File: src/rtl/ramdisk_slot_chain_mapper_core_defines.svh
// assertion macros for the ram drive slot chain mapper
`ifndef RAMDISK_SLOT_CHAIN_MAPPER_CORE_DEFINES_SVH
`define RAMDISK_SLOT_CHAIN_MAPPER_CORE_DEFINES_SVH

`ifndef SYNTHESIS
`define RSCM_ASSERT_CLK(lbl, prop) \
  lbl: assert property (@(posedge clk_i) disable iff (!rst_ni) prop) \
    else $error("rscm assertion failed");
`define RSCM_ASSERT_NEVER(lbl, cond) \
  `RSCM_ASSERT_CLK(lbl, !(cond))
`else
`define RSCM_ASSERT_CLK(lbl, prop)
`define RSCM_ASSERT_NEVER(lbl, cond)
`endif

`endif

File: src/rtl/rscm_pkg.sv
// types and constants of the ram drive slot chain mapper
package rscm_pkg;

  localparam int Drives      = 2;
  localparam int Slots       = 8;
  localparam int SlotSectors = 128;
  localparam int MaxBurst    = 16;

  localparam int DriveW   = 1;
  localparam int KbW      = 10;
  localparam int StartW   = 16;
  localparam int CountW   = 5;
  localparam int StatusW  = 3;
  localparam int SlotIdxW = 3;
  localparam int OffW     = 7;
  localparam int DrvSzW   = 11;

  localparam int SlotW   = $clog2(Slots);
  localparam int LinkW   = SlotW + 1;
  localparam int SecW    = $clog2(SlotSectors + 1);
  localparam int ChunkKb = SlotSectors / 2;
  localparam int ChunkW  = $clog2(ChunkKb);
  localparam int NeedW   = KbW + 1 - ChunkW;
  localparam int StepW   = $clog2(Slots + 1);

  localparam logic [LinkW-1:0] LinkNone = '1;

  typedef enum logic [1:0] {
    ReqCreate,
    ReqDestroy,
    ReqRead,
    ReqWrite
  } req_type_e;

  typedef enum logic [StatusW-1:0] {
    StOk,
    StBusy,
    StNoMem,
    StInvalid,
    StRange
  } status_e;

  typedef enum logic [2:0] {
    Idle,
    CountFree,
    Alloc,
    FreeChain,
    Walk
  } state_e;

  typedef struct packed {
    logic [1:0]        req_type;
    logic [DriveW-1:0] drive;
    logic [KbW-1:0]    size_kb;
    logic [StartW-1:0] start_sector;
    logic [CountW-1:0] sector_count;
  } req_t;

  typedef struct packed {
    logic [StatusW-1:0]  status;
    logic [SlotIdxW-1:0] slot_index;
    logic [OffW-1:0]     slot_offset;
    logic                is_write;
    logic [DrvSzW-1:0]   drive_size;
    logic                last;
  } res_t;

endpackage

File: src/rtl/ramdisk_slot_chain_mapper_core.sv
// ram drive slot chain mapper: slot allocation, chain release and sector mapping
//
//  channel  | signals                  | direction | handshake
//  request  | start, busy, req_i       | in        | taken when start high and busy low
//  result   | done_o, res_o            | out       | one cycle strobe, never held off
//  config   | cfg_we_i, cfg_wdata_i    | in        | written when cfg_we_i high
//
// one slot table entry is read per cycle through a single shared compare/subtract unit
// create: decode, a free count pass over every slot table entry, then an allocation pass up to the
// last slot taken; destroy: decode, then a release of each chained slot in turn, then the result
// read/write: decode, a walk over each slot boundary crossed, then one result per sector
// reset empties every drive and frees every slot at once; disk enable resets to 1
// results go out through an output register; one item is worked at a time
`include "ramdisk_slot_chain_mapper_core_defines.svh"

module ramdisk_slot_chain_mapper_core
  import rscm_pkg::*;
(
  input  logic clk_i,
  input  logic rst_ni,
  input  logic start,
  output logic busy,
  input  req_t req_i,
  output logic done_o,
  output res_t res_o,
  input  logic cfg_we_i,
  input  logic cfg_wdata_i
);

  state_e state_q, state_d;
  logic   en_q, en_d;
  logic   done_q, done_d;
  res_t   res_q, res_d;

  logic [Drives-1:0]             drv_valid_q, drv_valid_d;
  logic [SlotW-1:0]              drv_first_q [Drives];
  logic [SlotW-1:0]              drv_first_d [Drives];
  logic [DrvSzW-1:0]             drv_sec_q [Drives];
  logic [DrvSzW-1:0]             drv_sec_d [Drives];
  logic [SecW-1:0]               slot_sec_q [Slots];
  logic [SecW-1:0]               slot_sec_d [Slots];
  logic [LinkW-1:0]              slot_link_q [Slots];
  logic [LinkW-1:0]              slot_link_d [Slots];

  logic [LinkW-1:0]  cur_q, cur_d;
  logic [StepW-1:0]  step_q, step_d;
  logic [NeedW-1:0]  cnt_q, cnt_d;
  logic [NeedW-1:0]  need_q, need_d;
  logic [ChunkW-1:0] rem_q, rem_d;
  logic [SlotW-1:0]  prev_q, prev_d;
  logic [DrvSzW-1:0] off_q, off_d;
  logic [CountW-1:0] left_q, left_d;
  logic [DriveW-1:0] drv_q, drv_d;
  logic              wr_q, wr_d;

  // shared slot read and arithmetic
  logic              cur_ok;
  logic [SecW-1:0]   sec;
  logic [LinkW-1:0]  link;
  logic [DrvSzW-1:0] sec_ext;
  logic [NeedW-1:0]  cnt_next;
  logic              last_chunk;
  logic [SecW-1:0]   alloc_secs;
  logic [DrvSzW-1:0] size_new;
  logic              steps_left;

  // request decode
  logic              req_drv_ok;
  logic [NeedW-1:0]  req_need;
  logic [StartW:0]   req_end;
  logic              req_range_bad;

  assign cur_ok     = cur_q < LinkW'(Slots);
  assign sec        = cur_ok ? slot_sec_q[cur_q[SlotW-1:0]] : '0;
  assign link       = cur_ok ? slot_link_q[cur_q[SlotW-1:0]] : LinkNone;
  assign sec_ext    = DrvSzW'(sec);
  assign cnt_next   = cnt_q + ((sec == '0) ? NeedW'(1) : NeedW'(0));
  assign last_chunk = (cnt_q + NeedW'(1)) == need_q;
  assign alloc_secs = (last_chunk && rem_q != '0) ? SecW'({rem_q, 1'b0})
                                                  : SecW'(SlotSectors);
  assign size_new   = drv_sec_q[drv_q] + DrvSzW'(alloc_secs);
  assign steps_left = step_q < StepW'(Slots);

  assign req_drv_ok    = 32'(req_i.drive) < Drives;
  assign req_need      = NeedW'((11'(req_i.size_kb) + 11'(ChunkKb - 1)) >> ChunkW);
  assign req_end       = {1'b0, req_i.start_sector} + (StartW + 1)'(req_i.sector_count);
  assign req_range_bad = req_end > (StartW + 1)'(drv_sec_q[req_i.drive]);

  assign busy   = state_q != Idle;
  assign done_o = done_q;
  assign res_o  = res_q;

  always_comb begin
    state_d     = state_q;
    en_d        = cfg_we_i ? cfg_wdata_i : en_q;
    done_d      = 1'b0;
    res_d       = res_q;
    drv_valid_d = drv_valid_q;
    drv_first_d = drv_first_q;
    drv_sec_d   = drv_sec_q;
    slot_sec_d  = slot_sec_q;
    slot_link_d = slot_link_q;
    cur_d       = cur_q;
    step_d      = step_q;
    cnt_d       = cnt_q;
    need_d      = need_q;
    rem_d       = rem_q;
    prev_d      = prev_q;
    off_d       = off_q;
    left_d      = left_q;
    drv_d       = drv_q;
    wr_d        = wr_q;

    unique case (state_q)
      Idle: begin
        if (start) begin
          drv_d = req_i.drive;
          wr_d  = req_type_e'(req_i.req_type) == ReqWrite;
          res_d.status      = StOk;
          res_d.slot_index  = '0;
          res_d.slot_offset = '0;
          res_d.is_write    = req_type_e'(req_i.req_type) == ReqWrite;
          res_d.drive_size  = drv_sec_q[req_i.drive];
          res_d.last        = 1'b1;
          unique case (req_type_e'(req_i.req_type))
            ReqCreate: begin
              if (!req_drv_ok) begin
                res_d.status     = StInvalid;
                res_d.drive_size = '0;
                done_d           = 1'b1;
              end else if (drv_valid_q[req_i.drive]) begin
                res_d.status = StBusy;
                done_d       = 1'b1;
              end else if (req_i.size_kb == '0) begin
                res_d.status = StInvalid;
                done_d       = 1'b1;
              end else begin
                need_d  = req_need;
                rem_d   = req_i.size_kb[ChunkW-1:0];
                cur_d   = '0;
                cnt_d   = '0;
                state_d = CountFree;
              end
            end
            ReqDestroy: begin
              if (!req_drv_ok) begin
                res_d.status     = StInvalid;
                res_d.drive_size = '0;
                done_d           = 1'b1;
              end else if (drv_valid_q[req_i.drive]) begin
                cur_d   = LinkW'(drv_first_q[req_i.drive]);
                off_d   = drv_sec_q[req_i.drive];
                step_d  = '0;
                state_d = FreeChain;
              end else begin
                res_d.status = StInvalid;
                done_d       = 1'b1;
              end
            end
            ReqRead, ReqWrite: begin
              if (!req_drv_ok) begin
                res_d.status     = StRange;
                res_d.drive_size = '0;
                done_d           = 1'b1;
              end else if (!en_q || !drv_valid_q[req_i.drive] ||
                           32'(req_i.sector_count) > MaxBurst || req_range_bad) begin
                res_d.status = StRange;
                done_d       = 1'b1;
              end else if (req_i.sector_count == '0) begin
                done_d = 1'b1;
              end else begin
                cur_d   = LinkW'(drv_first_q[req_i.drive]);
                off_d   = req_i.start_sector[DrvSzW-1:0];
                left_d  = req_i.sector_count;
                step_d  = '0;
                state_d = Walk;
              end
            end
            default: ;
          endcase
        end
      end

      CountFree: begin
        if (cur_q == LinkW'(Slots - 1)) begin
          drv_sec_d[drv_q] = '0;
          if (cnt_next < need_q) begin
            res_d.status      = StNoMem;
            res_d.slot_index  = '0;
            res_d.slot_offset = '0;
            res_d.is_write    = wr_q;
            res_d.drive_size  = '0;
            res_d.last        = 1'b1;
            done_d            = 1'b1;
            state_d           = Idle;
          end else begin
            cur_d   = '0;
            cnt_d   = '0;
            state_d = Alloc;
          end
        end else begin
          cnt_d = cnt_next;
          cur_d = cur_q + LinkW'(1);
        end
      end

      Alloc: begin
        cur_d = cur_q + LinkW'(1);
        if (cur_ok && sec == '0) begin
          slot_sec_d[cur_q[SlotW-1:0]]  = alloc_secs;
          slot_link_d[cur_q[SlotW-1:0]] = LinkNone;
          if (cnt_q == '0) begin
            drv_first_d[drv_q] = cur_q[SlotW-1:0];
          end else begin
            slot_link_d[prev_q] = cur_q;
          end
          prev_d           = cur_q[SlotW-1:0];
          cnt_d            = cnt_q + NeedW'(1);
          drv_sec_d[drv_q] = size_new;
          if (last_chunk) begin
            drv_valid_d[drv_q] = 1'b1;
            res_d.status       = StOk;
            res_d.slot_index   = '0;
            res_d.slot_offset  = '0;
            res_d.is_write     = wr_q;
            res_d.drive_size   = size_new;
            res_d.last         = 1'b1;
            done_d             = 1'b1;
            state_d            = Idle;
          end
        end
      end

      FreeChain: begin
        if (steps_left && off_q != '0 && cur_ok && sec != '0) begin
          off_d                          = (sec_ext >= off_q) ? '0 : off_q - sec_ext;
          cur_d                          = link;
          slot_sec_d[cur_q[SlotW-1:0]]   = '0;
          slot_link_d[cur_q[SlotW-1:0]]  = LinkNone;
          step_d                         = step_q + StepW'(1);
        end else begin
          drv_valid_d[drv_q] = 1'b0;
          drv_sec_d[drv_q]   = '0;
          res_d.status       = StOk;
          res_d.slot_index   = '0;
          res_d.slot_offset  = '0;
          res_d.is_write     = wr_q;
          res_d.drive_size   = '0;
          res_d.last         = 1'b1;
          done_d             = 1'b1;
          state_d            = Idle;
        end
      end

      Walk: begin
        if (steps_left && cur_ok && off_q >= sec_ext) begin
          off_d  = off_q - sec_ext;
          cur_d  = link;
          step_d = step_q + StepW'(1);
        end else begin
          res_d.status      = StOk;
          res_d.slot_index  = cur_ok ? SlotIdxW'(cur_q) : '0;
          res_d.slot_offset = off_q[OffW-1:0];
          res_d.is_write    = wr_q;
          res_d.drive_size  = drv_sec_q[drv_q];
          res_d.last        = left_q == CountW'(1);
          done_d            = 1'b1;
          if (left_q == CountW'(1)) begin
            state_d = Idle;
          end else begin
            left_d = left_q - CountW'(1);
            off_d  = off_q + DrvSzW'(1);
          end
        end
      end

      default: state_d = Idle;
    endcase
  end

  always_ff @(posedge clk_i or negedge rst_ni) begin
    if (!rst_ni) begin
      state_q     <= Idle;
      en_q        <= 1'b1;
      done_q      <= 1'b0;
      drv_valid_q <= '0;
      for (int d = 0; d < Drives; d++) begin
        drv_first_q[d] <= '0;
        drv_sec_q[d]   <= '0;
      end
      for (int s = 0; s < Slots; s++) begin
        slot_sec_q[s]  <= '0;
        slot_link_q[s] <= LinkNone;
      end
    end else begin
      state_q     <= state_d;
      en_q        <= en_d;
      done_q      <= done_d;
      drv_valid_q <= drv_valid_d;
      drv_first_q <= drv_first_d;
      drv_sec_q   <= drv_sec_d;
      slot_sec_q  <= slot_sec_d;
      slot_link_q <= slot_link_d;
    end
  end

  always_ff @(posedge clk_i) begin
    res_q  <= res_d;
    cur_q  <= cur_d;
    step_q <= step_d;
    cnt_q  <= cnt_d;
    need_q <= need_d;
    rem_q  <= rem_d;
    prev_q <= prev_d;
    off_q  <= off_d;
    left_q <= left_d;
    drv_q  <= drv_d;
    wr_q   <= wr_d;
  end

  `RSCM_ASSERT_CLK(a_accept_acts, start && !busy |=> busy || done_o)
  `RSCM_ASSERT_CLK(a_last_ends, done_o && res_o.last |-> !busy)
  `RSCM_ASSERT_NEVER(a_error_single, done_o && res_o.status != StOk && !res_o.last)
  `RSCM_ASSERT_CLK(a_walk_valid_drive, state_q == Walk |-> drv_valid_q[drv_q])

endmodule
File: config.mk
export PLATFORM = sky130hd
export DESIGN_NAME = ramdisk_slot_chain_mapper_core
export DESIGN_NICKNAME = d
export VERILOG_FILES = /design/src/rtl/rscm_pkg.sv /design/src/rtl/ramdisk_slot_chain_mapper_core.sv
export VERILOG_INCLUDE_DIRS = /design/src /design/src/rtl
export SDC_FILE = /design/constraint.sdc
export NUM_CORES = 1
export LEC_CHECK = 0
export BUFFER_PORTS_ARGS = -buffer_cell sky130_fd_sc_hd__buf_2
export CAP_MARGIN = 5
export CORE_ASPECT_RATIO = 0.5
export CORE_MARGIN = 1
export CORE_UTILIZATION = 29
export CTS_CLUSTER_SIZE = 8
export DETAILED_ROUTE_END_ITERATION = 10
export GPL_TIMING_DRIVEN = 0
export PLACE_DENSITY = 0.46
export SLEW_MARGIN = 20
export SYNTH_ARGS = -nofsm -noshare
export SYNTH_HDL_FRONTEND = slang
export SYNTH_SLANG_ARGS = --single-unit
File: constraint.sdc
create_clock -name clk_i -period 5.26 [get_ports clk_i]
set_input_delay 0.526 -clock clk_i [delete_from_list [all_inputs] [get_ports clk_i]]
set_output_delay 0.526 -clock clk_i [all_outputs]
set_load 0.05 [all_outputs]
Yosys cells after proc, flatten, opt, wreduce, memory -nomap -nowiden
Index checks and enable logic that the tools add are counted.
{"block": "classes", "add_sub_neg": 10, "eq_ne": 35, "mux": 141, "reduce_logical": 48, "bitwise_logic": 14, "magnitude_cmp": 17}
{"cell": "$mux 26", "count": 7}
{"cell": "$mux 11", "count": 16}
{"cell": "$pmux 26 s5", "count": 1}
{"cell": "$mux 64", "count": 2}
{"cell": "$pmux 64 s2", "count": 1}
{"cell": "$mux 32", "count": 3}
{"cell": "$mux 4", "count": 21}
{"cell": "$mux 22", "count": 3}
{"cell": "$pmux 22 s3", "count": 1}
{"cell": "$mux 5", "count": 13}
{"cell": "$and 64x64->64", "count": 1}
{"cell": "$bwmux 64", "count": 1}
{"cell": "$not 64->64", "count": 1}
{"cell": "$pmux 32 s2", "count": 1}
{"cell": "$mux 3", "count": 18}
{"cell": "$mux 8", "count": 5}
{"cell": "$pmux 11 s3", "count": 1}
{"cell": "$bwmux 32", "count": 1}
{"cell": "$or 32x32->32", "count": 1}
{"cell": "$ne 2x2->1 const B", "count": 15}
{"cell": "$bmux 8 s3", "count": 1}
{"cell": "$demux 4 s3", "count": 2}
{"cell": "$demux 8 s3", "count": 1}
{"cell": "$pmux 4 s3", "count": 2}
{"cell": "82 further kinds", "count": 146}
{"block": "word_totals", "in_bits": 39, "reg_bits": 202, "word_cells": 305}

Longest topological paths before layout
{"block": "depth", "depth_word": 12, "ltp_mapped": 18, "ltp_nobuf": 17}

Worst setup path after synthesis
Ideal clock, no wire load.
{"block": "synth_path", "path_type": "register to register", "start": "register cur_q[1]", "end": "register res_q (netlist bit res_o[0]), enable pin", "synth_period_minus_slack_ns": 4.926, "setup_slack_ns": 0.334, "required_ns": 4.851, "t_arrival_ns": 4.517, "stages_incl_launch_ff": 17, "path_cell_list": "edfxtp_1 -> buf_2 -> mux2_1 -> mux4_2 -> o21ai_2 -> o21ai_1 -> nor3_4 -> ha_1 -> ha_1 -> nand3_1 -> xnor2_1 -> ha_1 -> a21oi_1 -> o21ai_0 -> a21oi_1 -> o21ai_0 -> nor2_1"}
{"block": "synth_between", "elab_chain_cells": 11, "elab_cells_between_ends": 24}
{"item": "from (decl)", "line_no": "ramdisk_slot_chain_mapper_core.sv:45", "rtl": "logic [LinkW-1:0] cur_q, cur_d;"}
{"item": "from (signal assigned)", "line_no": "ramdisk_slot_chain_mapper_core.sv:309", "rtl": "cur_q <= cur_d;"}
{"item": "$not 3->4 (implied by the code)", "line_no": "ramdisk_slot_chain_mapper_core.sv:74", "rtl": "assign sec = cur_ok ? slot_sec_q[cur_q[SlotW-1:0]] : '0;"}
{"item": "$bmux 8 s3", "line_no": "ramdisk_slot_chain_mapper_core.sv:74"}
{"item": "$mux 8 (implied by the code) (2 in a row)", "line_no": "ramdisk_slot_chain_mapper_core.sv:74"}
{"item": "$mux 8", "line_no": "ramdisk_slot_chain_mapper_core.sv:74"}
{"item": "$logic_not 8->1", "line_no": "ramdisk_slot_chain_mapper_core.sv:77, ramdisk_slot_chain_mapper_core.sv:209"}
{"item": "$mux 1", "line_no": "ramdisk_slot_chain_mapper_core.sv:77", "rtl": "assign cnt_next = cnt_q + ((sec == '0) ? NeedW'(1) : NeedW'(0));"}
{"item": "$add 5x1->5", "line_no": "ramdisk_slot_chain_mapper_core.sv:77"}
{"item": "$lt 5x5->1", "line_no": "ramdisk_slot_chain_mapper_core.sv:187", "rtl": "if (cnt_next < need_q) begin"}
{"item": "$ne 2x2->1 (no line)"}
{"item": "$reduce_and 8->1 (no line) *"}
{"item": "to (signal assigned)", "line_no": "ramdisk_slot_chain_mapper_core.sv:308", "rtl": "res_q <= res_d;"}
{"item": "to (decl)", "line_no": "ramdisk_slot_chain_mapper_core.sv:33", "rtl": "res_t res_q, res_d;"}
Mark *: on every way between the ends. The rest lies on a longest branch, timed or not. The select of a mux whose other input is x is not followed.
A chain may end at the register's enable or synchronous reset.

Worst setup path in the final report
{"block": "layout_path", "start": "register cur_q[1]", "end": "register cur_q[3], enable pin"}
{"block": "layout_between", "elab_chain_cells": 11, "elab_cells_between_ends": 21}
{"item": "$not 3->4 (implied by the code)", "line_no": "ramdisk_slot_chain_mapper_core.sv:74"}
{"item": "$bmux 8 s3", "line_no": "ramdisk_slot_chain_mapper_core.sv:74"}
{"item": "$mux 8 (implied by the code) (2 in a row)", "line_no": "ramdisk_slot_chain_mapper_core.sv:74"}
{"item": "$mux 8", "line_no": "ramdisk_slot_chain_mapper_core.sv:74"}
{"item": "$logic_not 8->1", "line_no": "ramdisk_slot_chain_mapper_core.sv:77"}
{"item": "$mux 1", "line_no": "ramdisk_slot_chain_mapper_core.sv:77"}
{"item": "$add 5x1->5", "line_no": "ramdisk_slot_chain_mapper_core.sv:77"}
{"item": "$lt 5x5->1", "line_no": "ramdisk_slot_chain_mapper_core.sv:187"}
{"item": "$ne 3x3->1 (no line)"}
{"item": "$reduce_and 10->1 (no line) *"}
Marked as above.

==> out/metrics.cfg <==
[logic_synthesis]
netlist_instances=1185
avgSynthCellArea_um2=10.06
postSynth.asyncResetShare=0.6485
syn-num-nets=1272
dominantRegCellSynth=dfrtp_1
ys_ff_latch=202
yosysWarningCount=0
synth_edf_count=71
synth_area_mm2=0.01192
yosysSeqAreaShare=0.4574
synth_cell_types=77

[sta]
period_needed_ps=5033
setup_viol_count_final=0
rsz0062_at_grt=no
final.setup_skew_ps=18.87
hold_viol_final=0
whs_ps=154.5
drv_slew=0
tightest_slew_ps=1056
tns_ps=0
timing.fmax_mhz=198.7
slew_headroom=0.2906
period_share=0.9569

[critical_path]
cp_max_fo=10
critPathArrivalTime_ps=5260
r2r_start=cur_q[1]
required_ps=5490
path_buf_inv=2
cp-end-kind=flop
r2r_slack_ps=230
slowest_delay_ps=440
crit_chain=buf_2, buf_2, mux2i_1, o22ai_1, o31ai_2, nand3_1, nor3_4, ha_1, ha_1, nand3_1, xnor2_1, ha_1, nand2_1, o21ai_1, or3_1, nand3_1, a221oi_4
r2r-end=cur_q[3]
cp_slowest_cell=edfxtp_1
crit_type=flop to flop
crit_path_start_kind=flop
ff2ff_path_depth=17
cpLargestDelayFamily=compound AO/OA/AOI/OAI gates

[cts]
cts_buffers=29
h-tree-depth=1
insertion_delay_ps=570
path_clk_slew_ps=60
cts_tree=done
clk_path_buf_depth=3
clock-sinks=202
root_buffer=clkbuf_16

[floorplanning]
die-area_mm2=0.04196
dieHeight_um=145.4
initial_core_util=0.2945
rows=52
die_x_um=288.7
core_area_mm2=0.04047
num_io_pins=67

[placed_design]
gp_congestion=0.8930
place_area_mm2=0.01301
numPortBuffers=66
hpwl_mm=28.92

[grt]
antenna_found_initial=1
grt_pass1_wl_mm=59.65
globalRouteOverflowTotal=0
grt_usage=0.1843
grt_pass1_vias=9852
grt_max_degree=83

[route]
drt_iter0_drc=762
final_antenna_net_count=0
vias=9884
drc=0
wirelength_mm=38.75
drt_first_pass_iters=6
vias_per_cell=5.337
wl_per_cell_um=20.92

[min_path]
min-delay-start=req_i[26]
holdPathEnd=rem_q[5]
hp-class=primary input to flop
hold_depth=1

[run_status]
run_status=finished clean

[final_layout]
fin_nets=1376
final_cell_area_mm2=0.01396
area_growth_pct=17.09
drive_gt1_frac=0.1793

[power]
power.density_mw_per_mm2=554.8
p_leak_nw=5.667
max-vdd-ir-drop_v=0.0003054

[flow_run]
cap_violations=0

sequential cells by signal (all words and copies together) (netlist names), named ones only:
signal	cells
wr_q	1
step_q	4
off_q	11
res_o	26
left_q	5
state_q	3
drv_sec_q	22
cnt_q	5
en_q	1
drv_q	1
prev_q	3
cur_q	4
done_o	1
slot_sec_q	64
rem_q	6
need_q	5
slot_link_q	32
drv_first_q	6
Yosys cell counts, drive strengths merged (6+ instances only):
cell type / count / area (um2)
dfrtp: 98 / 2452
nand4: 11 / 68.82
o211ai: 14 / 105.1
a2bb2oi: 13 / 113.9
a211oi: 6 / 45.04
clkbuf: 53 / 198.9
edfxtp: 71 / 2132
nand2b: 10 / 62.56
o221ai: 21 / 183.9
o21ai: 153 / 769.5
nor2: 82 / 312.8
nand3b: 7 / 52.55
o22a: 14 / 122.6
buf: 16 / 91.34
dfstp: 33 / 867.1
a31oi: 8 / 50.05
nand2: 92 / 350.3
and2: 20 / 125.1
nor3: 18 / 101.4
xnor2: 31 / 271.5
mux2: 45 / 506.7
mux2i: 39 / 394.1
nand3: 41 / 205.2
a21oi: 45 / 244.0
xor2: 23 / 201.4
mux4: 6 / 135.1
o21a: 10 / 75.07
and3: 17 / 106.4
inv: 37 / 138.9
o22ai: 6 / 37.54
nor2b: 14 / 87.58
a21o: 10 / 75.07
ha: 45 / 563.0
cell usage in the layout, fill, tap and decap left out, types with 41 or more instances in the layout:
master,Yosys,layout
o21ai_0,143,142
dfrtp_1,98,98
nand2_1,90,90
nor2_1,80,79
buf_2,10,75
clkbuf_1,53,72
edfxtp_1,71,71
ha_1,45,45
mux2_2,43,43
nand3_1,41,41
cell families (layout without fill, tap and decap cells):
| group | after synthesis | count (layout) | share of synthesized area |
|---|---|---|---|
| xor gates and xnor gates | 54 | 54 | 0.03968 |
| adders and majority gates | 48 | 48 | 0.05228 |
| other | 0 | 1 | 0 |
| DFF | 202 | 202 | 0.4574 |
| AOI/OAI and AO/OA | 346 | 346 | 0.1870 |
| muxes | 90 | 90 | 0.08692 |
| and+or+nand+nor | 339 | 339 | 0.1408 |
| buffers and inverters | 106 | 232 | 0.03601 |
per-layer routing:
metal,part of all wire,GRT usage,vias to the layer above
li1,-,-,4600
met1,0.47,0.2636,4931
met2,0.46,0.2940,295
met3,0.053,0.02665,58
met4,0.022,0.04184,0
met5,0,0,-
worst max path at each step:
stage | start | cells after the start | to | slack [ps]
2_1_floorplan | cur_q[1] | 16 | res_o[0] | 330
3_3_place_gp | cur_q[0] | 17 | res_o[20] | -1620
3_5_place_dp | req_i[31] | 12 | step_q[1] | -800
4_1_cts | cur_q[1] | 17 | off_q[8] | 40
5_1_grt | cur_q[1] | 17 | cur_q[3] | 30
6_report | cur_q[1] | 17 | cur_q[3] | 230
layout make-up:
| cell class | instances | area, um2 |
|---|---|---|
| inverter | 37 | 138.9 |
| sequential | 202 | 5451 |
| fill | 4185 | 26510 |
| clock buffer | 51 | 808.3 |
| clock inverter | 2 | 27.53 |
| antenna | 1 | 2.502 |
| buffer | 67 | 286.5 |
| multi-input combinational | 877 | 6102 |
| tap | 540 | 675.6 |
| timing repair buffer | 75 | 462.9 |
timing repair:
| action | CTS | global route |
|---|---|---|
| endpoints found under the setup margin | 49 | 44 |
| setup buffers | 1 | 4 |
| pin swaps | 1 | 1 |
| hold buffers | 1 | 0 |
| hold endpoints to repair | 30 | 0 |
| gates resized for setup | 6 | 8 |
where the power goes:
part           switching [mW]  internal, mW  leakage (nW)
clock network           0.721          1.03         0.393
logic                    2.32          1.17          2.90
registers               0.263          2.23          2.38
total                    3.31          4.44          5.67
through the flow:
stage / setup WS (ps) / power [mW] / cells / utilization
3_3_place_gp: -1615 / 5.779 / 1791 / 0.3194
4_1_cts: 35.76 / 7.717 / 1848 / 0.3437
6_report: 226.8 / 7.743 / 1852 / 0.3449
2_1_floorplan: 334.3 / 4.754 / 1185 / -
3_5_place_dp: -798.1 / 5.872 / 1794 / 0.3215
5_1_grt: 26.45 / 8.184 / 1852 / 0.3449
Note: power is estimated with default switching activity, not from simulation.
